===== config.mk =====
export PLATFORM = sky130hd
export DESIGN_NAME = bbea_window
export DESIGN_NICKNAME = d
export VERILOG_FILES = /design/src/rtl/assert_macros.svh /design/src/rtl/bbea_pkg.sv /design/src/rtl/bbea_window.sv
export SDC_FILE = /design/constraint.sdc
export NUM_CORES = 1
export LEC_CHECK = 0
export ABC_AREA = 0
export BUFFER_PORTS_ARGS = -buffer_cell sky130_fd_sc_hd__buf_2
export CAP_MARGIN = 0
export CORE_MARGIN = 10
export CORE_UTILIZATION = 60
export CTS_CLUSTER_DIAMETER = 150
export CTS_CLUSTER_SIZE = 24
export DETAILED_ROUTE_END_ITERATION = 7
export PLACE_DENSITY = 0.81
export SLEW_MARGIN = 40
export SYNTH_ARGS = -nofsm -noshare
export SYNTH_HDL_FRONTEND = slang
export SYNTH_SLANG_ARGS = --single-unit

===== constraint.sdc =====
create_clock -name clk -period 10.7 [get_ports clk]
set_input_delay 2.14 -clock clk [delete_from_list [all_inputs] [get_ports clk]]
set_output_delay 2.14 -clock clk [all_outputs]
set_load 0.005 [all_outputs]

===== src/rtl/assert_macros.svh =====
// Assertion macros used by the top RTL file of the box blur block.
// No dependencies; define ASSERT_OFF to compile the checks away.
`ifndef ASSERT_MACROS_SVH
`define ASSERT_MACROS_SVH

`ifndef ASSERT_OFF

// cond must hold at every clock edge outside reset
`define ASSERT_HOLDS(lbl, ck, rs, cond) \
  lbl: assert property (@(posedge ck) disable iff (rs) (cond)) \
    else $error("assertion failed");

// when ante holds, cons must hold in the next cycle
`define ASSERT_NEXT(lbl, ck, rs, ante, cons) \
  lbl: assert property (@(posedge ck) disable iff (rs) (ante) |=> (cons)) \
    else $error("assertion failed");

`else

`define ASSERT_HOLDS(lbl, ck, rs, cond)
`define ASSERT_NEXT(lbl, ck, rs, ante, cons)

`endif

`endif


===== src/rtl/bbea_pkg.sv =====
// Shared types and constants of the 3x3 box blur block.
// No dependencies; used by every module of the block.
package bbea_pkg;

  localparam int DEF_MAX_WIDTH  = 1024;
  localparam int DEF_MAX_HEIGHT = 4096;

  localparam int CHAN_W = 8;
  localparam int PIX_W  = 3 * CHAN_W;
  localparam int SUM_W  = 12;   // nine 8-bit values

  localparam int CFG_WIDTH_W  = 11;
  localparam int CFG_HEIGHT_W = 13;
  localparam int CFG_DATA_W   = 13;
  localparam int CFG_INDEX_W  = 1;

  localparam logic [CFG_INDEX_W-1:0] REG_IMAGE_WIDTH  = 1'd0;
  localparam logic [CFG_INDEX_W-1:0] REG_IMAGE_HEIGHT = 1'd1;

  localparam logic [CFG_WIDTH_W-1:0]  RESET_WIDTH  = 11'd640;
  localparam logic [CFG_HEIGHT_W-1:0] RESET_HEIGHT = 13'd480;

  // pixel count of a clipped neighborhood
  localparam logic [1:0] N_FOUR = 2'd0;
  localparam logic [1:0] N_SIX  = 2'd1;
  localparam logic [1:0] N_NINE = 2'd2;

  // results one pixel owes: bit 0 the main one, bit 1 the right-edge flush,
  // bit 2 the bottom-row one, bit 3 the bottom-right corner
  typedef struct packed {
    logic [3:0] mask;
    logic       rfull;  // top window row is inside the image
    logic       cfull;  // same for the left window column
  } job_t;

  typedef struct packed {
    logic [2:0][SUM_W-1:0] sum;  // blue, green, red from the top
    logic [1:0]            ncode;
    logic                  last_run;
    logic                  last_img;
  } sum_word_t;

endpackage


===== src/rtl/bbea_window.sv =====
// 3x3 window, result sequencer and clipped neighborhood sums.
// Depends on bbea_pkg. Issues one sum word a cycle, when en_c allows, into a registered stage.
module bbea_window (
  input  logic                       clk,
  input  logic                       rst,
  input  logic                       load,
  input  logic [bbea_pkg::PIX_W-1:0] pix_in,
  input  logic [bbea_pkg::PIX_W-1:0] older_rd,
  input  logic [bbea_pkg::PIX_W-1:0] newer_rd,
  input  bbea_pkg::job_t             job_in,
  input  logic                       en_c,
  output logic                       take,
  output logic                       c_valid,
  output bbea_pkg::sum_word_t        c_word
);
  import bbea_pkg::*;

  logic [2:0][2:0][PIX_W-1:0] win;  // [row][col], row 0 oldest, col 2 newest
  job_t                       job;
  logic [3:0]                 sel;
  logic                       rf;
  logic                       cf;
  logic [2:0][2:0][SUM_W-3:0] colsum;
  logic [2:0][SUM_W-1:0]      tot;

  always_comb begin
    if (job.mask[0]) begin
      sel = 4'b0001; rf = job.rfull; cf = job.cfull;
    end else if (job.mask[1]) begin
      sel = 4'b0010; rf = job.rfull; cf = 1'b0;
    end else if (job.mask[2]) begin
      sel = 4'b0100; rf = 1'b0;      cf = job.cfull;
    end else begin
      sel = 4'b1000; rf = 1'b0;      cf = 1'b0;
    end
  end

  always_comb begin
    for (int ch = 0; ch < 3; ch++) begin
      for (int c = 0; c < 3; c++) begin
        colsum[ch][c] = (rf ? {2'b00, win[0][c][ch*CHAN_W +: CHAN_W]} : '0)
                      + {2'b00, win[1][c][ch*CHAN_W +: CHAN_W]}
                      + {2'b00, win[2][c][ch*CHAN_W +: CHAN_W]};
      end
      tot[ch] = (cf ? {2'b00, colsum[ch][0]} : '0)
              + {2'b00, colsum[ch][1]}
              + {2'b00, colsum[ch][2]};
    end
  end

  // free for the next pixel once the last owed result goes out
  assign take = (job.mask == 4'b0000) || ($onehot(job.mask) && en_c);

  always_ff @(posedge clk) begin
    if (rst) begin
      job.mask <= 4'b0000;
    end else if (load) begin
      job <= job_in;
    end else if (en_c) begin
      job.mask <= job.mask & ~sel;
    end
  end

  always_ff @(posedge clk) begin
    if (load) begin
      for (int r = 0; r < 3; r++) begin
        win[r][0] <= win[r][1];
        win[r][1] <= win[r][2];
      end
      win[0][2] <= older_rd;
      win[1][2] <= newer_rd;
      win[2][2] <= pix_in;
    end
  end

  always_ff @(posedge clk) begin
    if (rst) begin
      c_valid <= 1'b0;
    end else if (en_c) begin
      c_valid <= (job.mask != 4'b0000);
    end
  end

  always_ff @(posedge clk) begin
    if (en_c) begin
      c_word.sum      <= tot;
      c_word.ncode    <= rf ? (cf ? N_NINE : N_SIX) : (cf ? N_SIX : N_FOUR);
      c_word.last_run <= ((job.mask & ~sel) == 4'b0000);
      c_word.last_img <= sel[3];
    end
  end

endmodule


# Word-level counts from Yosys, hierarchy flattened
# Index checks and enable logic that the tools add are counted.
[op_classes]
addsub = 27
n_mul = 0
div = 0
magnitude_cmp = 0
n_eq_ne = 1
shifts = 0
muxes = 25
bitwise = 3
n_reduce_logical = 7
[ops]
columns = ["operator", "n"]
rows = [
  ["9-bit by 8-bit adder with 10-bit output", 9],
  ["8-bit by 8-bit adder with 9-bit output", 9],
  ["8-bit two-way mux", 9],
  ["11-bit by 10-bit adder with 12-bit output", 3],
  ["10-bit by 10-bit adder with 11-bit output", 3],
  ["10-bit two-way mux", 3],
  ["4-bit two-way mux", 5],
  ["4-bit logical NOT", 2],
  ["1-bit two-way mux", 6],
  ["1-bit by 1-bit adder with 2-bit output", 2],
  ["4-bit bitwise AND", 1],
  ["2-bit two-way mux", 2],
  ["4-bit inverter", 1],
  ["4-bit nonzero test", 1],
  ["2-bit by 2-bit adder with 3-bit output", 1],
  ["3-bit by 1-bit equality test with 1-bit output (second input constant)", 1],
  ["2-bit AND reduction", 1],
  ["2-bit nonzero test", 1],
  ["1-bit logical AND", 1],
  ["1-bit logical OR", 1],
  ["1-bit inverter", 1],
]
[totals]
register_bits = 263
latch_bits = 0
ram_bits = 0
romBits = 0
in_bits = 82
output_inout_bits = 42
wordCells = 82
memories = 0

# Logic depth before layout (Yosys ltp)
# Gate-level depths: netlist (run 1).
[depth]
word_depth = 8
mapped_depth = 22
ltp_nobuf = 20

# Worst setup path before layout (run 1)
# OpenSTA, ideal clock, no wires.
[synth_path]
path_type = "reg-to-reg"
startpoint = "register job[2] (netlist name)"
endpoint = "register c_word[39] (netlist name), data pin"
setup_ns = 0.260
arrival_ns = 4.759
t_required_ns = 10.440
setup_slack_ns = 5.681
path_stages_with_launch = 21
n_path_buf = 2
period_less_slack_ns = 5.019
cell_sequence = "dfxtp_1 > o21a_1 > buf_2 > clkbuf_1 > and2_1 > fa_1 > ha_1 > and3_4 > a2111oi_4 > a211oi_1 > xor2_1 > nor2_1 > ha_1 > inv_1 > fa_1 > fa_1 > inv_1 > ha_1 > and3_1 > a221oi_1 > o21bai_1"
[synth_rtl]
columns = ["item", "line_no", "text"]
rows = [
  ["from (decl)", "bbea_window.sv:19", "job_t job;"],
  ["from (signal assigned)", "bbea_window.sv:58", "job <= job_in;"],
  ["to (decl)", "bbea_window.sv:14", "output bbea_pkg::sum_word_t c_word"],
]

==> flow_metrics.tcl, run 1 <==
set metrics [dict create \
    holdCritPathClass "reg2reg" \
    worstPathRequired_ps 10930 \
    die_w_um 173.6 \
    die_h_um 173.6 \
    start_util 0.6067 \
    yosysMostFrequentCell "edfxtp_1" \
    overflow 0 \
    drt_iter0_drc 547 \
    cts_tree "built" \
    grt_use_met2 0.2748 \
    clkLatencyLatePin_ps 500 \
    crit_fanout 73 \
    peakVddDrop_mv 0.1202 \
    cts_resized 0 \
    grt_antenna_before_repair 0 \
    setup.worst_path.class "reg2reg" \
    power_density_nw_per_um2 205.4 \
    ys_async_sr_fraction 0 \
    syn_area_um2 14150 \
    timing.rr.end "c_word[15]" \
    synthDistinctLibCells 42 \
    yosysTopAreaCell "edfxtp_1" \
    tns_ps 0 \
    crit_start "job[2]" \
    tightest_slew_ps 762.3 \
    whs_path_depth 0 \
    start_kind "flop" \
    status "finished clean" \
    synth_simple_gate_area_frac 0.06205 \
    finalCritPeriodShare 0.5443 \
    worstReg2RegStart "job[2]" \
    ys_ff_latch 263 \
    cts_setup_buffers 0 \
    dp.cells 1366 \
    drt_wl_total_mm 24.83 \
    grtUsageMet1 0.2282 \
    max_freq_ghz 0.1717 \
    maxSlewHeadroom 0.4918 \
    synth_top_family_by_area "adder cells" \
    synthAdderAreaFrac 0.2723 \
    cap_violations 0 \
    end_kind "flop" \
    hpwl_mm 18.32 \
    die_area_um2 30140 \
    synthTopCellsByCount "edfxtp_1, fa_1, inv_1, ha_1, and2_1" \
    hold_violations 0 \
    critPathArrivalTime_ps 6050 \
    grt.busiest_layer "met2" \
    r2r_cells 19 \
    grt_pass1_vias 7816 \
    num_antenna_cells 0 \
    io_pins 124 \
    yosysSeqAreaShare 0.5544 \
    period_needed_ps 5824 \
    synth.avg_cell_area_um2 15.19 \
    final_max_slew_viol_count 0 \
    synth.area.top_cells "edfxtp_1, fa_1, ha_1, inv_1, and2_1" \
    synthMuxAreaShare 0.0007072 \
    drc 0 \
    grt.total_usage 0.1670 \
    postSynthCellCount 932 \
    min_from "win[49]" \
    ff2ff_setup_slack_ps 4880 \
    max-clock-path-buffers 3 \
    synth_top_area_frac 0.5473 \
    gp_congestion 0.8745 \
    final_cells 1386 \
    setup_viol 0 \
    synth_compound_area_frac 0.05198 \
    drt-pass1-iter-count 4 \
    leakagePower_nw 6.491 \
    synth_fp_nets 1235 \
    core-area_um2 23330 \
    cts-root-buf "clkbuf_16" \
    clock_skew_ps 30.64 \
    synth-edff-count 258 \
    num_rows 56 \
    use_met3 0.02919 \
    htreeDepth 1 \
    ctsHoldBuffers 0 \
    finalNetCount 1366 \
    synthXorXnorAreaFrac 0.02042 \
    path_clk_slew_ps 90 \
    ys.flop_type "edfxtp_1" \
    rsz0062_at_grt "no" \
    grt_max_degree 83 \
    port_buffers 123 \
    wl_per_cell_um 17.92 \
    syn_to_final_growth_pct 10.01 \
    ant_nets 0 \
    viasPerCell 5.284 \
    num_vias 7323 \
    hold_path_end "win[25]" \
    grt_pass1_wl_mm 40.81 \
    yosys_warnings 0 \
    drive_gt1_frac 0.1406 \
    cts_buffers 14 \
    cts_sinks 263 \
]
## worst max-delay path by stage
| stage | cells past startpoint | end |
|---|---|---|
| finish | 19 | c_word[15] |
| global route | 19 | c_word[15] |
| CTS | 19 | c_word[15] |
| detailed placement | 19 | c_word[15] |
| global placement | 19 | c_word[15] |
| floorplan | 20 | c_word[39] |
## registers in the layout, indices dropped and copies added, names as in the netlist
signal   flops
c_word      40
c_valid      1
job          6
win        216
## routing by layer
| layer | part of all wire | vias up |
|---|---|---|
| met4 | 0.018 | 0 |
| met5 | 0 | - |
| met2 | 0.50 | 173 |
| met3 | 0.049 | 32 |
| li1 | - | 3446 |
| met1 | 0.43 | 3672 |
## per-stage QoR
step / util / hold slack, ps / setup WS [ps] / power, W / area [µm²]
final: 0.6674 / 448.2 / 4876 / 0.003198 / 15570
after global routing: 0.6674 / 440.2 / 4569 / 0.003427 / 15570
after CTS: 0.6672 / 440.1 / 4915 / 0.003228 / 15570
after detailed placement: 0.6503 / 427.5 / 4977 / 0.002652 / 15170
after global placement: 0.6502 / 420.8 / 5137 / 0.002604 / 15170
after floorplan: - / 417.4 / 5681 / 0.002272 / 14150
## cell type report
| cell class | instances | area, µm² |
|---|---|---|
| multi-input cells | 526 | 5772 |
| fillers | 1613 | 7761 |
| flip-flops and latches | 263 | 7848 |
| inverters | 130 | 488.0 |
| repair buffers | 128 | 670.6 |
| well taps | 319 | 399.1 |
| clock buffers | 20 | 394.1 |
## where the power goes
group | switching, W | internal, W
Combinational | 0.000701 | 0.000542
Clock | 0.000306 | 0.000258
Sequential | 0.0000586 | 0.00133
## critical path, cell delays in order, from the launching register on
cell and delay [ps]:
dfxtp_1 450, o21a_2 170, buf_4 590, and2_1 240
fa_1 440, ha_1 300, a211oi_1 440, o21ai_0 220
a31oi_1 230, xor2_1 170, nor2_1 60, ha_1 300
fa_1 390, inv_1 90, fa_1 380, inv_1 60
ha_1 280, and3_1 220, nor3b_1 140, or3_1 360
## cells by family after synthesis
| logic type | Yosys count |
|---|---|
| mux | 1 |
| fa+ha+maj | 221 |
| buf+inv | 143 |
| simple gates | 169 |
| flops | 263 |
| xor+xnor | 33 |
| compound gates | 102 |
## layout by cell type (no fill, tap or decap), types with 15 or more instances in the layout
| master | instances |
|---|---|
| edfxtp_1 | 258 |
| fa_1 | 145 |
| inv_1 | 130 |
| buf_2 | 122 |
| ha_1 | 76 |
| and2_1 | 58 |
| nor2_1 | 32 |
| nand2_1 | 31 |
| a21oi_1 | 28 |
| xor2_1 | 21 |
| clkbuf_16 | 15 |
Power figures use the tool's default switching activity.
==> inputs of run 2 (changes only) <==
==> constraint.sdc (replaced) <==
create_clock -name clk -period 6 [get_ports clk]
set_input_delay 1.2 -clock clk [delete_from_list [all_inputs] [get_ports clk]]
set_output_delay 1.2 -clock clk [all_outputs]
set_load 0.005 [all_outputs]
==> run 2 against run 1 <==
  * Sequential share of layout area shrank 0.14 points
  * Critical endpoint is now c_word[27]
  * Hold slack worse by 10 ps
  * Highest routed layer unchanged
  * Largest cell class unchanged
  * Critical path depth unchanged
  * Die area stayed put
  * Critical path type unchanged
  * Maximum frequency increased by 2.6%
==> flow_metrics.tcl, run 2 (synthesis gave the netlist of run 1 again) <==
set metrics [dict create \
    status "finished clean" \
    total_power_w 0.005702 \
    start_kind "flop" \
    top_regs "win (216), c_word (40), job (6)" \
    leakagePower_nw 6.518 \
    clock_skew_ps 17.74 \
    layout_common_cells "edfxtp_1, fa_1, inv_1" \
    wl_per_cell_um 17.54 \
    viasPerCell 5.291 \
    slowest_delay_ps 490 \
    num_vias 7355 \
    holdCritPathClass "reg2reg" \
    cts_sinks 263 \
    gp_congestion 0.8696 \
    tns_ps 0 \
    ant_nets 0 \
    rsz0062_at_grt "no" \
    period_needed_ps 5679 \
    htreeDepth 1 \
    peakVddDrop_mv 0.2978 \
    cts-root-buf "clkbuf_16" \
    finalNetCount 1370 \
    path_clk_slew_ps 100 \
    top_register "win" \
    drt_wl_total_mm 24.38 \
    die_w_um 173.6 \
    r2r_cells 19 \
    grt_pass1_vias 7810 \
    die_h_um 173.6 \
    setup_viol 0 \
    tightest_slew_ps 676.8 \
    cts_setup_buffers 0 \
    cts_tree "built" \
    overflow 0 \
    grt_pass1_wl_mm 40.47 \
    port_buffers 123 \
    multi_input_area_um2 5772 \
    grt.total_usage 0.1647 \
    end_kind "flop" \
    drc 0 \
    start_util 0.6067 \
    num_rows 56 \
    core-area_um2 23330 \
    final_cells 1390 \
    max-clock-path-buffers 3 \
    largest_reg_flops 216 \
    ctsHoldBuffers 0 \
    drt_iter0_drc 502 \
    dp.cells 1369 \
    dp_slack_ps 361.5 \
    die_area_um2 30140 \
    syn_to_final_growth_pct 10.31 \
    nFillCells 1585 \
    cts_resized 0 \
    seq_area_um2 7848 \
    cts_buffers 14 \
    crit_buf_inv 3 \
    cpMaxStageDelayCell "o21a_2" \
    whs_path_depth 0 \
    grt_antenna_before_repair 0 \
    hpwl_mm 18.39 \
    final_max_slew_viol_count 0 \
    critPathArrivalTime_ps 5920 \
    hold_violations 0 \
    path_delay_family "adder cells" \
    power_density_nw_per_um2 365.2 \
    io_pins 124 \
    max_freq_ghz 0.1761 \
    cap_violations 0 \
    setup.worst_path.class "reg2reg" \
    holdWs_ps 437.8 \
    finalCritPeriodShare 0.9465 \
    clkLatencyLatePin_ps 490 \
    final_common_cell "edfxtp_1" \
    num_antenna_cells 0 \
    worstPathRequired_ps 6240 \
    path_cells "o21a_2 > buf_4 > and2_1 > fa_1 > ha_1 > and3_1 > a2111oi_4 > a21oi_1 > xnor2_1 > nor2_1 > ha_1 > fa_1 > inv_1 > fa_1 > inv_1 > ha_1 > and3_1 > a221oi_1 > o21bai_1" \
    drive_gt1_frac 0.1438 \
    crit_fanout 23 \
    maxSlewHeadroom 0.5488 \
    drt-pass1-iter-count 5 \
    grt_max_degree 128 \
    cp.depth 19 \
    fin_ws_ps 321.2 \
]
==> run 2: path summary, 6_finish.rpt <==
path,startpoint,end,slack [ps]
worst max register to register,job[2],c_word[27],320
worst min register to register,win[43],win[19],440
worst max-delay path,job[2],c_word[27],320
worst min-delay path,win[43],win[19],440
==> run 2: stage by stage <==
stage	utilization	area, µm²
6_report	0.6692	15610
5_1_grt	0.6692	15610
4_1_cts	0.6680	15590
3_5_place_dp	0.6511	15190
3_3_place_gp	0.6511	15190
2_1_floorplan	-	14150
==> run 2: final cells by class <==
| class | instances | area share |
|---|---|---|
| inverter | 130 | 0.03125 |
| multi-input combinational | 526 | 0.3697 |
| clock buffer | 20 | 0.02524 |
| tap | 319 | 0.02556 |
| sequential | 263 | 0.5026 |
| timing repair buffer | 132 | 0.04568 |
==> run 2: report_power, final <==
group	leakage (nW)	internal, W	switching [W]	total, W
clock	0.191	0.000461	0.000545	0.00101
sequential	2.57	0.00237	0.0000999	0.00247
combinational	3.76	0.000967	0.00125	0.00222
total	6.52	0.00380	0.00190	0.00570
==> run 2: worst register-to-register path: stages (launching register included) <==
cell and delay [ps]:
dfxtp_1 460, o21a_2 490, buf_4 330, and2_1 190, fa_1 440, ha_1 350
and3_1 200, a2111oi_4 420, a21oi_1 140, xnor2_1 150, nor2_1 60, ha_1 310
fa_1 450, inv_1 80, fa_1 410, inv_1 70, ha_1 280, and3_1 220
a221oi_1 280, o21bai_1 100
==> run 2: metal layers <==
| layer | GRT usage | vias to the layer above | routed length, µm |
|---|---|---|---|
| li1 | - | 3454 | - |
| met1 | 0.2336 | 3685 | 10860 |
| met2 | 0.2639 | 187 | 11790 |
| met3 | 0.02592 | 29 | 1237 |
| met4 | 0.04026 | 0 | 485 |
| met5 | 0 | - | 0 |
