`config.mk`:
```
export PLATFORM = sky130hd
export DESIGN_NAME = bbea_mean
export DESIGN_NICKNAME = d
export VERILOG_FILES = /design/src/rtl/assert_macros.svh /design/src/rtl/bbea_pkg.sv /design/src/rtl/bbea_mean.sv
export SDC_FILE = /design/constraint.sdc
export NUM_CORES = 1
export LEC_CHECK = 0
export ABC_AREA = 1
export ABC_CLOCK_PERIOD_IN_PS = 18200
export BUFFER_PORTS_ARGS = -buffer_cell sky130_fd_sc_hd__buf_2
export CAP_MARGIN = 40
export CORE_MARGIN = 3
export CORE_UTILIZATION = 47
export DETAILED_ROUTE_END_ITERATION = 6
export PLACE_DENSITY = 0.62
export SETUP_SLACK_MARGIN = 0.3
export SLEW_MARGIN = 20
export SYNTH_ARGS = -nofsm -noshare
export SYNTH_HDL_FRONTEND = slang
export SYNTH_SLANG_ARGS = --single-unit
```
`constraint.sdc`:
```
create_clock -name clk -period 18.2 [get_ports clk]
set_clock_uncertainty 0.15 [all_clocks]
set_input_delay 3.64 -clock clk [delete_from_list [all_inputs] [get_ports clk]]
set_output_delay 3.64 -clock clk [all_outputs]
set_load 0.02 [all_outputs]
```
`src/rtl/assert_macros.svh`:
```
// Assertion macros used by the top RTL file of the box blur block.
// No dependencies; define ASSERT_OFF to compile the checks away.
`ifndef ASSERT_MACROS_SVH
`define ASSERT_MACROS_SVH

`ifndef ASSERT_OFF

// cond must hold at every clock edge outside reset
`define ASSERT_HOLDS(lbl, ck, rs, cond) \
  lbl: assert property (@(posedge ck) disable iff (rs) (cond)) \
    else $error("assertion failed");

// when ante holds, cons must hold in the next cycle
`define ASSERT_NEXT(lbl, ck, rs, ante, cons) \
  lbl: assert property (@(posedge ck) disable iff (rs) (ante) |=> (cons)) \
    else $error("assertion failed");

`else

`define ASSERT_HOLDS(lbl, ck, rs, cond)
`define ASSERT_NEXT(lbl, ck, rs, ante, cons)

`endif

`endif

```
`src/rtl/bbea_pkg.sv`:
```
// Shared types and constants of the 3x3 box blur block.
// No dependencies; used by every module of the block.
package bbea_pkg;

  localparam int DEF_MAX_WIDTH  = 1024;
  localparam int DEF_MAX_HEIGHT = 4096;

  localparam int CHAN_W = 8;
  localparam int PIX_W  = 3 * CHAN_W;
  localparam int SUM_W  = 12;   // nine 8-bit values

  localparam int CFG_WIDTH_W  = 11;
  localparam int CFG_HEIGHT_W = 13;
  localparam int CFG_DATA_W   = 13;
  localparam int CFG_INDEX_W  = 1;

  localparam logic [CFG_INDEX_W-1:0] REG_IMAGE_WIDTH  = 1'd0;
  localparam logic [CFG_INDEX_W-1:0] REG_IMAGE_HEIGHT = 1'd1;

  localparam logic [CFG_WIDTH_W-1:0]  RESET_WIDTH  = 11'd640;
  localparam logic [CFG_HEIGHT_W-1:0] RESET_HEIGHT = 13'd480;

  // pixel count of a clipped neighborhood
  localparam logic [1:0] N_FOUR = 2'd0;
  localparam logic [1:0] N_SIX  = 2'd1;
  localparam logic [1:0] N_NINE = 2'd2;

  // results one pixel owes: bit 0 the main one, bit 1 the right-edge flush,
  // bit 2 the bottom-row one, bit 3 the bottom-right corner
  typedef struct packed {
    logic [3:0] mask;
    logic       rfull;  // top window row is inside the image
    logic       cfull;  // same for the left window column
  } job_t;

  typedef struct packed {
    logic [2:0][SUM_W-1:0] sum;  // blue, green, red from the top
    logic [1:0]            ncode;
    logic                  last_run;
    logic                  last_img;
  } sum_word_t;

endpackage

```
`src/rtl/bbea_mean.sv`:
```
// Rounded mean of a neighborhood sum and the output register.
// Depends on bbea_pkg. Divides by 6 and 9 through reciprocal multiplies.
module bbea_mean (
  input  logic                       clk,
  input  logic                       rst,
  input  logic                       en_d,
  input  logic                       c_valid,
  input  bbea_pkg::sum_word_t        c_word,
  output logic                       out_valid,
  output logic [bbea_pkg::PIX_W-1:0] out_pix,
  output logic                       out_last_run,
  output logic                       out_last_img
);
  import bbea_pkg::*;

  // floor(x * R / 2^16) == floor(x / d) over the reachable range of x
  localparam logic [12:0] RECIP_TWELVE   = 13'd5462;
  localparam logic [12:0] RECIP_EIGHTEEN = 13'd3641;

  logic [2:0][CHAN_W-1:0] q;

  always_comb begin
    logic [12:0] x;
    logic [12:0] recip;
    logic [25:0] prod;
    logic [SUM_W-1:0] s4;
    for (int ch = 0; ch < 3; ch++) begin
      // x = 2*sum + n
      x     = {c_word.sum[ch], 1'b0} + ((c_word.ncode == N_NINE) ? 13'd9 : 13'd6);
      recip = (c_word.ncode == N_NINE) ? RECIP_EIGHTEEN : RECIP_TWELVE;
      prod  = x * recip;
      s4    = c_word.sum[ch] + 12'd2;
      case (c_word.ncode) inside
        N_NINE, N_SIX: q[ch] = prod[23:16];
        default:       q[ch] = s4[9:2];
      endcase
    end
  end

  always_ff @(posedge clk) begin
    if (rst) begin
      out_valid <= 1'b0;
    end else if (en_d) begin
      out_valid <= c_valid;
    end
  end

  always_ff @(posedge clk) begin
    if (en_d) begin
      out_pix      <= q;
      out_last_run <= c_word.last_run;
      out_last_img <= c_word.last_img;
    end
  end

endmodule

```
=== Word level (Yosys, flattened, before mapping) ===
Cells that the tools add are included.

* Add/subtract/negate cells: 6
* Muxes and demuxes: 5
* Reductions and logical operators: 1
* Equal/unequal tests: 2
* $mul: 3

{| class="wikitable"
|+ Operators with widths
! kind !! count
|-
| multiplier 13 x 13 -> 24 bit || 3
|-
| adder 13 x 4 -> 13 bit || 3
|-
| adder 10 x 2 -> 10 bit, second input constant || 3
|-
| 2-to-1 mux 8 bit || 3
|-
| 2-to-1 mux 13 bit || 1
|-
| 2-to-1 mux 4 bit || 1
|-
| == test 2 x 1 -> 1 bit, second input constant || 1
|-
| == test 2 bit, second input constant || 1
|-
| OR reduction 2 bit || 1
|}

* Register bits after elaboration: 27
* Word-level logic and storage cells: 21
* Bits of input ports: 44
* Output and inout port bits: 27

=== Logic depth before layout (Yosys ltp) ===
Gate-level depths: netlist of the first run.

* Depth in word-level cells: 5
* Mapped depth: 43
* Depth with buffers taken out: 40

=== Least setup slack after synthesis of the first run ===
Ideal clock, no wire load.

* Path kind: input-to-reg
* Start: input c_word[2] (netlist bit)
* End: register out_pix[6] (netlist bit) (data pin)
* Data required time: 17.789 ns
* Setup slack: 7.540 ns
* Cell stages on the path: 32
* Data arrival time: 10.249 ns
* Setup time: 0.261 ns
* Cell sequence: inv_1 > ha_1 > inv_2 > buf_6 > clkbuf_1 > buf_1 > ha_1 > inv_1 > fa_1 > inv_1 > nand3_2 > a21oi_2 > inv_2 > nor2_4 > nand2_1 > nand2_1 > nand2_2 > nor2_1 > fa_1 > fa_1 > fa_1 > fa_1 > inv_1 > fa_1 > inv_1 > ha_1 > nand2_1 > nor2_1 > nand2_1 > o211a_1 > a21oi_1 > o21ai_1

{| class="wikitable"
|+ RTL lines
! item !! RTL line !! source
|-
| from (decl) || bbea_mean.sv:8 || <nowiki>input bbea_pkg::sum_word_t c_word,</nowiki>
|-
| to (signal assigned) || bbea_mean.sv:50 || <nowiki>out_pix <= q;</nowiki>
|-
| to (decl) || bbea_mean.sv:10 || <nowiki>output logic [bbea_pkg::PIX_W-1:0] out_pix,</nowiki>
|}

==> summary.md, run 1 <==
| Metric | Value |
|---|---|
| Post-synth ARST share | `0` |
| Hold-fix buffers, CTS | `0` |
| Post-place setup slack | `6700 ps` |
| Core area | `29700 sq um` |
| Final core utilization | `0.507` |
| Worst reg2reg path startpoint | `out_valid` |
| Status | `finished clean` |
| # nets final | `2421` |
| DR pass1 iterations | `5` |
| Hold Path Origin | `out_valid` |
| Wire per inst | `16.6 um` |
| Max Cap Viol | `0` |
| Post-synth top cells | `inv_1 (493), nand2_1 (316), ha_1 (215)` |
| Critical Path AT | `11150 ps` |
| Clock Latency Late Sink | `280 ps` |
| Clock-pin slew on the worst setup and hold paths | `90 ps` |
| Worst Hold Path Cells | `2` |
| RePlAce Congestion | `0.946` |
| Residual DRC | `0` |
| Initial antenna violation count | `1` |
| CP Launch Type | `input port` |
| Die W | `180 um` |
| Total CTS buffers | `3` |
| Largest net degree at the start of global routing | `65` |
| CTS Sinks | `27` |
| Share of layout cells above drive strength 1 | `0.0903` |
| Routed WL | `38700 um` |
| Syn. warnings | `0` |
| Critical Path Max Stage Delay | `600 ps` |
| Final Hold Vio Count | `0` |
| Number of DRC markers in iteration 0 | `642` |
| Final Setup Violations | `0` |
| Worst Max-Slew Pin Slew | `755 ps` |
| Register area | `801 sq um` |
| GR Util All Layers | `0.244` |
| Min Tclk post-route | `11250 ps` |
| First-pass GRT wire length | `63600 um` |
| R2R cell count | `2` |
| Setup WS post-layout | `6950 ps` |
| Antenna Diode Count | `0` |
| Required time worst endpoint | `18090 ps` |
| CTS tree | `built` |
| Max Slew Vio Count | `0` |
| Post-synthesis register bit count | `27` |
| Initial Utilization | `0.479` |
| Die H | `180 um` |
| Post-synthesis sequential area ratio | `0.0563` |
| Post-CTS setup buffer count | `0` |
| Multi-input gate area | `11400 sq um` |
| H-tree Lvls | `1` |
| Clock tree root buffer cell | `clkbuf_16` |
| Fmax | `88.9 MHz` |
| RSZ-0062 raised after global routing | `false` |
| GR Overflow Total | `0` |
| Vias | `11804` |
| Post-route clock period utilization | `0.618` |
| Cts repair resizes | `0` |
| Max-slew headroom | `0.496` |
| Most frequent cell after synthesis | `inv_1` |
| Filler Cell Count | `2946` |
| Mapped cell area | `14200 sq um` |
| Area Growth Syn to Fin | `6.00%` |
| Hold endpoint | `out_valid` |
| Slowest cell on the critical path | `fa_1` |
| Post-DP HPWL | `34400 um` |
| I/O pin count | `71` |
| Hold crit path type | `reg -> reg` |
| Post-route ant nets | `0` |
| DIE AREA | `32400 sq um` |
| Post-synth EDFFs | `26` |
| Syn Inst Count | `1893` |
| Netlist cell types | `52` |
| Critical path capture point type | `flop` |
| Post-synth top area share | `0.300` |
| Count of input and output buffers | `70` |
| Avg Cell Area, Syn | `7.52 sq um` |
| Final TNS setup | `0 ps` |
| Reg2reg end | `out_valid` |
| Via-to-Cell Ratio | `5.05` |
| Synth top area cells | `fa_1 (30%), ha_1 (19%), inv_1 (13%)` |
| Worst Path Class, Setup | `in -> reg` |
| Synth area leader | `fa_1` |
| Reg-to-reg setup timing slack | `17450 ps` |
| Vias in the first global route | `12338` |
| Top_reg_cell synth | `edfxtp_1` |
| Max Fanout on Critical Path | `55` |
| Core Rows | `63` |
| Clk buf depth | `2` |
## state kept, by name (all words and copies together) (netlist names)
name          flops
out_last_img      1
out_last_run      1
out_pix          24
out_valid         1
## cells in the final DEF, fill, tap and decap left out, types with 4 or more instances in the layout
master / netlist / final
nand2_1: 316 / 316
xnor2_1: 18 / 18
nand4_1: 13 / 13
a21oi_1: 71 / 71
inv_1: 493 / 493
nand3_1: 69 / 69
nor2_2: 17 / 17
buf_4: 1 / 5
buf_2: 5 / 70
nor2_1: 138 / 138
inv_2: 29 / 29
nor3_1: 25 / 25
o21ai_1: 11 / 11
xor2_2: 6 / 6
or2_1: 9 / 9
ha_1: 215 / 213
nor2_4: 6 / 6
or2_2: 6 / 6
o21bai_1: 12 / 12
nand3b_1: 4 / 4
xor2_1: 15 / 15
a21o_1: 5 / 5
nand2_2: 16 / 16
a31oi_1: 4 / 4
o21ai_0: 79 / 79
o21a_1: 8 / 8
edfxtp_1: 26 / 26
conb_1: 1 / 10
nor4_1: 7 / 7
fa_1: 213 / 213
## cell type report
type                    instances  share of cell area
clock buffers                   3             0.00498
inverters                     522               0.130
repair buffers                 75              0.0257
multi-input cells            1320               0.754
clock inverters                 1            0.000332
flip-flops and latches         27              0.0531
well taps                     390              0.0324
## worst max-delay path: cells and delay by family
family	cells	cell delay [ps]
simple gates	14	1870
buf+inv	11	1460
compound gates	1	200
fa+ha+maj	9	3930
## per-layer routing
metal,up-vias,GRT usage,part of all wire
li1,5882,-,-
met1,5618,0.328,0.45
met2,258,0.422,0.49
met3,46,0.0350,0.041
met4,0,0.0501,0.022
met5,-,0,0
## how the worst max path moves through the flow
stage,from,to
2_1_floorplan,c_word[2],out_pix[6]
3_3_place_gp,c_word[2],out_pix[7]
3_5_place_dp,c_word[2],out_pix[7]
4_1_cts,c_word[2],out_pix[7]
5_1_grt,c_word[2],out_pix[7]
6_report,c_word[2],out_pix[7]
## stage by stage
stage / area (sq um) / hold slack [ps] / instances
final: 15100 / 357 / 2338
after global routing: 15100 / 409 / 2338
after CTS: 15100 / 365 / 2338
after detailed placement: 15000 / 344 / 2334
after global placement: 15000 / 325 / 2334
after floorplan: 14300 / 429 / 1902
## cells by family after synthesis
family,share of synthesized area
and+or+nand+nor,0.197
other,0.000264
adders and majority gates,0.489
xor gates and xnor gates,0.0272
DFF,0.0563
buffers and inverters,0.148
muxes,0.000704
AOI/OAI and AO/OA,0.0821
Power of run 1 is not shown: default switching activity piles up to over one toggle a cycle in this logic, so the estimate is an artifact.
==> run 2: changes to the inputs <==
--- a/config.mk
+++ b/config.mk
@@ -6,13 +6,13 @@
 export NUM_CORES = 1
 export LEC_CHECK = 0
 export ABC_AREA = 1
-export ABC_CLOCK_PERIOD_IN_PS = 18200
+export ABC_CLOCK_PERIOD_IN_PS = 9600
 export BUFFER_PORTS_ARGS = -buffer_cell sky130_fd_sc_hd__buf_2
 export CAP_MARGIN = 40
 export CORE_MARGIN = 3
 export CORE_UTILIZATION = 47
 export DETAILED_ROUTE_END_ITERATION = 6
-export PLACE_DENSITY = 0.62
+export PLACE_DENSITY = 0.64
 export SETUP_SLACK_MARGIN = 0.3
 export SLEW_MARGIN = 20
 export SYNTH_ARGS = -nofsm -noshare
==> constraint.sdc (replaced) <==
create_clock -name clk -period 9.6 [get_ports clk]
set_clock_uncertainty 0.15 [all_clocks]
set_input_delay 1.92 -clock clk [delete_from_list [all_inputs] [get_ports clk]]
set_output_delay 1.92 -clock clk [all_outputs]
set_load 0.02 [all_outputs]
==> run 2 against run 1 <==
  * Critical path depth decreased by 2
  * Critical endpoint is now out_pix[23]
  * Highest routed layer unchanged
  * Core utilization rose by 0.059 points
  * Global-route usage rose by 0.28 points
  * Critical path type unchanged
  * Non-clock buffer count grew 2
==> summary.md, run 2 (synthesized netlist as in run 1, its figures left out) <==
| Metric | Value |
|---|---|
| Status | `finished clean` |
| First-pass GRT wire length | `64700 um (+1.6%)` |
| DR pass1 iterations | `5 (unchanged)` |
| Max Fanout on Critical Path | `12 (-78%)` |
| H-tree Lvls | `1 (unchanged)` |
| GR Overflow Total | `0 (unchanged)` |
| R2R cell count | `2 (unchanged)` |
| Largest register FFs | `24 (unchanged)` |
| Share of layout cells above drive strength 1 | `0.0913 (+0.000933)` |
| Min Tclk post-route | `8640 ps` |
| Cts repair resizes | `0 (unchanged)` |
| CTS tree | `built` |
| Final std cells w/o fill | `2340 (+0.086%)` |
| Count of input and output buffers | `70 (unchanged)` |
| Fmax | `116 MHz` |
| Final Hold Vio Count | `0 (unchanged)` |
| Register area | `801 sq um (unchanged)` |
| Required time worst endpoint | `9490 ps (-8600 ps)` |
| Critical Path AT | `8530 ps (-2620 ps)` |
| Slowest cell on the critical path | `fa_1` |
| RSZ-0062 raised after global routing | `false` |
| Clock Latency Late Sink | `280 ps (about the same)` |
| Multi-input gate area | `11400 sq um (unchanged)` |
| Post-route clock period utilization | `0.900` |
| Commonest non-fill, non-tap cells in the layout | `inv_1 (493), nand2_1 (316), fa_1 (213), ha_1 (213), nor2_1 (138)` |
| Antenna Diode Count | `0 (unchanged)` |
| Final Setup Violations | `0 (unchanged)` |
| Initial antenna violation count | `0 (-1)` |
| Wire per inst | `16.7 um (+0.76%)` |
| Reg-to-reg setup timing slack | `8860 ps (-8590 ps)` |
| Area Growth Syn to Fin | `6.12%` |
| I/O pin count | `71 (unchanged)` |
| Max-slew headroom | `0.443 (-0.0536)` |
| Vias | `12029 (+1.9%)` |
| CTS Sinks | `27 (unchanged)` |
| Vias in the first global route | `12689 (+2.8%)` |
| Hold crit path type | `reg -> reg` |
| Clk buf depth | `2 (unchanged)` |
| Commonest non-fill, non-tap cell in the layout | `inv_1` |
| Post-route ant nets | `0 (unchanged)` |
| Via-to-Cell Ratio | `5.14 (+1.8%)` |
| Critical Path Max Stage Delay | `560 ps (-40 ps)` |
| Routed WL | `39000 um (+0.85%)` |
| Clock tree root buffer cell | `clkbuf_16` |
| Number of DRC markers in iteration 0 | `699 (+8.9%)` |
| Filler Cell Count | `2963 (+0.58%)` |
| Core Rows | `63 (unchanged)` |
| Reg2reg end | `out_valid` |
| Die H | `180 um (unchanged)` |
| Hold endpoint | `out_valid` |
| Clock-pin slew on the worst setup and hold paths | `80 ps (about the same)` |
| Max Slew Vio Count | `0 (unchanged)` |
| Post-CTS setup buffer count | `0 (unchanged)` |
| Dpl cells | `2336 (+0.086%)` |
| Worst Path Class, Setup | `in -> reg` |
| GR Util All Layers | `0.247 (+0.00280)` |
| Final TNS setup | `0 ps (unchanged)` |
| Worst Hold Path Cells | `2 (unchanged)` |
| Critical path capture point type | `flop` |
| DIE AREA | `32400 sq um (unchanged)` |
| CP Launch Type | `input port` |
| Top cell by count, worst path | `inv_1` |
| RePlAce Congestion | `0.958 (+1.3%)` |
| Total CTS buffers | `3 (unchanged)` |
| Hold-fix buffers, CTS | `0 (unchanged)` |
| Hold Path Origin | `out_valid` |
| Worst reg2reg path startpoint | `out_valid` |
| Residual DRC | `0 (unchanged)` |
| Post-DP HPWL | `34700 um (+0.69%)` |
| Worst Max-Slew Pin Slew | `836 ps (+80.3 ps)` |
| Core area | `29700 sq um (unchanged)` |
| Die W | `180 um (unchanged)` |
| Largest Register | `out_pix` |
| Max Cap Viol | `0 (unchanged)` |
| Largest net degree at the start of global routing | `51 (-22%)` |
| # nets final | `2423 (+0.083%)` |
| Initial Utilization | `0.479 (unchanged)` |
run 2: changes by cell type in the layout (fill, tap and decap cells not counted):
cell and change:
buf_4 +2, clkinvlp_4 +1, clkinv_2 -1
run 2: cell type report:
cell class,count,area share
Clock buffer,3,0.00497
Clock inverter,1,0.000497
Inverter,522,0.130
Multi-Input combinational cell,1320,0.753
Sequential cell,27,0.0530
Tap cell,390,0.0323
Timing Repair Buffer,77,0.0267
run 2: worst max path at each step:
| stage | cells past startpoint | end | slack (ps) | start |
|---|---|---|---|---|
| finish | 33 | out_pix[23] | 960 | c_word[2] |
| global route | 36 | out_pix[7] | 360 | c_word[2] |
| CTS | 33 | out_pix[7] | 990 | c_word[2] |
| detailed placement | 33 | out_pix[7] | 690 | c_word[2] |
| global placement | 33 | out_pix[7] | 730 | c_word[2] |
| floorplan | 32 | out_pix[6] | 660 | c_word[2] |
run 2: critical path, delay by kind of cell:
kind,cells,cell delay [ps]
buffers and inverters,8,760
AOI/OAI and AO/OA,7,1360
and+or+nand+nor,9,1010
adders and majority gates,9,3470
run 2: routing by layer:
layer | global-route usage | wire length, um | vias to the layer above | part of all wire
met2 | 0.432 | 19000 | 362 | 0.49
met3 | 0.0306 | 2180 | 57 | 0.056
met1 | 0.329 | 17000 | 5738 | 0.44
met5 | 0 | 0 | - | 0
met4 | 0.0566 | 816 | 0 | 0.021
li1 | - | - | 5872 | -
run 2: through the flow:
step	hold WS, ps	util	area (sq um)	setup WS (ps)
finish	355	0.508	15100	964
global route	406	0.508	15100	360
CTS	363	0.508	15100	990
detailed placement	343	0.505	15000	693
global placement	319	0.505	15000	735
floorplan	429	-	14300	660
Power of run 2 is left out for the same reason.
==> run 3: changes to the inputs <==
--- a/config.mk
+++ b/config.mk
@@ -6,13 +6,12 @@
 export NUM_CORES = 1
 export LEC_CHECK = 0
 export ABC_AREA = 1
-export ABC_CLOCK_PERIOD_IN_PS = 9600
+export ABC_CLOCK_PERIOD_IN_PS = 10900
 export BUFFER_PORTS_ARGS = -buffer_cell sky130_fd_sc_hd__buf_2
-export CAP_MARGIN = 40
 export CORE_MARGIN = 3
 export CORE_UTILIZATION = 47
 export DETAILED_ROUTE_END_ITERATION = 6
-export PLACE_DENSITY = 0.64
+export PLACE_DENSITY = 0.62
 export SETUP_SLACK_MARGIN = 0.3
 export SLEW_MARGIN = 20
 export SYNTH_ARGS = -nofsm -noshare
==> constraint.sdc (replaced) <==
create_clock -name clk -period 10.9 [get_ports clk]
set_clock_uncertainty 0.15 [all_clocks]
set_input_delay 2.18 -clock clk [delete_from_list [all_inputs] [get_ports clk]]
set_output_delay 2.18 -clock clk [all_outputs]
set_load 0.02 [all_outputs]
==> run 3 against run 2 <==
  * Critical path depth unchanged
  * First-iteration DRC count up 3.4%
  * Register-to-register slack better by 1300 ps
  * Setup slack better by 760 ps
  * Non-clock buffer count down 1
  * Critical path type unchanged
  * Critical endpoint is now out_pix[7]
  * Highest routed layer is now met5
==> summary.md, run 3 (synthesized netlist as in run 1, its figures left out) <==
| Metric | Value |
|---|---|
| Antenna Diode Count | `0 (unchanged)` |
| Post-route ant nets | `0 (unchanged)` |
| Via-to-Cell Ratio | `5.09 (-1.1%)` |
| # nets final | `2422 (-0.041%)` |
| Core area | `29700 sq um (unchanged)` |
| First-pass GRT wire length | `63800 um (-1.3%)` |
| Die W | `180 um (unchanged)` |
| Post-CTS setup buffer count | `0 (unchanged)` |
| Required time worst endpoint | `10800 ps (+1310 ps)` |
| Initial antenna violation count | `1 (+1)` |
| Cts repair resizes | `0 (unchanged)` |
| Critical path capture point type | `flop` |
| GR Overflow Total | `0 (unchanged)` |
| Post-DP HPWL | `34500 um (-0.59%)` |
| Core Rows | `63 (unchanged)` |
| DR pass1 iterations | `7 (+2)` |
| Worst Max-Slew Pin Slew | `831 ps (-4.87 ps)` |
| Largest net degree at the start of global routing | `54 (+5.9%)` |
| Max Slew Vio Count | `0 (unchanged)` |
| RSZ-0062 raised after global routing | `false` |
| Share of layout cells above drive strength 1 | `0.0908 (-0.000466)` |
| CP Launch Type | `input port` |
| Critical Path Max Stage Delay | `570 ps (about the same)` |
| Max-slew headroom | `0.446 (+0.00324)` |
| Fmax | `109 MHz` |
| Final Hold Vio Count | `0 (unchanged)` |
| Total CTS buffers | `3 (unchanged)` |
| Count of input and output buffers | `70 (unchanged)` |
| Wire per inst | `16.5 um (-1.0%)` |
| CTS tree | `built` |
| Status | `finished clean` |
| Area Growth Syn to Fin | `6.05% (about the same)` |
| RePlAce Congestion | `0.966 (+0.81%)` |
| Setup WS post-layout | `1730 ps (+763 ps)` |
| Commonest non-fill, non-tap cells in the layout | `inv_1 (493), nand2_1 (316), fa_1 (213), ha_1 (213), nor2_1 (138)` |
| Vias | `11897 (-1.1%)` |
| CTS Sinks | `27 (unchanged)` |
| Critical Path AT | `9070 ps (+540 ps)` |
| Hold-fix buffers, CTS | `0 (unchanged)` |
| Post-place setup slack | `1430 ps (+741 ps)` |
| Worst Path Class, Setup | `in -> reg` |
| I/O pin count | `71 (unchanged)` |
| Die H | `180 um (unchanged)` |
| Hold crit path type | `reg -> reg` |
| Routed WL | `38600 um (-1.1%)` |
| Commonest non-fill, non-tap cell in the layout | `inv_1` |
| Worst Hold Margin | `360 ps (+4.71 ps)` |
| H-tree Lvls | `1 (unchanged)` |
| R2R cell count | `2 (unchanged)` |
| Vias in the first global route | `12330 (-2.8%)` |
| Max Cap Viol | `0 (unchanged)` |
| Worst Hold Path Cells | `2 (unchanged)` |
| Final TNS setup | `0 ps (unchanged)` |
| Number of DRC markers in iteration 0 | `723 (+3.4%)` |
| DIE AREA | `32400 sq um (unchanged)` |
| Max Fanout on Critical Path | `26 (+14)` |
| Largest Register | `out_pix` |
| Largest register FFs | `24 (unchanged)` |
| Residual DRC | `0 (unchanged)` |
| GR Util All Layers | `0.245 (-0.00195)` |
| Initial Utilization | `0.479 (unchanged)` |
| Min Tclk post-route | `9170 ps` |
| Slowest cell on the critical path | `fa_1` |
| Final Setup Violations | `0 (unchanged)` |
| Clock Latency Late Sink | `290 ps (about the same)` |
| Clk buf depth | `2 (unchanged)` |
| Clock tree root buffer cell | `clkbuf_16` |
| Clock-pin slew on the worst setup and hold paths | `90 ps (about the same)` |
| Post-route clock period utilization | `0.842` |
[run 3: area by class of cell]
class                           count  area (sq um)
Fill cell                        3035         14600
Multi-Input combinational cell   1320         11400
Inverter                          522          1960
Sequential cell                    27           801
Tap cell                          390           488
Timing Repair Buffer               76           395
Clock buffer                        3          75.1
Clock inverter                      1          5.00
[run 3: metrics by stage]
step | util | cell area [sq um] | std cells
floorplan | - | 14300 | 1902
global placement | 0.505 | 15000 | 2335
detailed placement | 0.505 | 15000 | 2335
CTS | 0.508 | 15100 | 2339
global route | 0.508 | 15100 | 2339
finish | 0.508 | 15100 | 2339
[run 3: metal layers]
metal	wire, um	up-vias	global-route usage
met5	13	-	0
met4	1120	2	0.0616
met3	2050	66	0.0370
met2	18000	279	0.408
met1	17400	5681	0.337
li1	-	5869	-
[run 3: final timing paths]
kind | from | to | slack (ps)
setup / recovery | c_word[2] | out_pix[7] | 1730
hold / removal | out_valid | out_valid | 360
setup reg to reg | out_valid | out_valid | 10160
hold reg to reg | out_valid | out_valid | 360
[run 3: critical path: cells and delay by family]
kind | cells | cell delay (ps)
AOI/OAI and AO/OA | 1 | 200
adders and majority gates | 9 | 3930
and+or+nand+nor | 14 | 1770
buffers and inverters | 9 | 960
Power of run 3 is left out for the same reason.
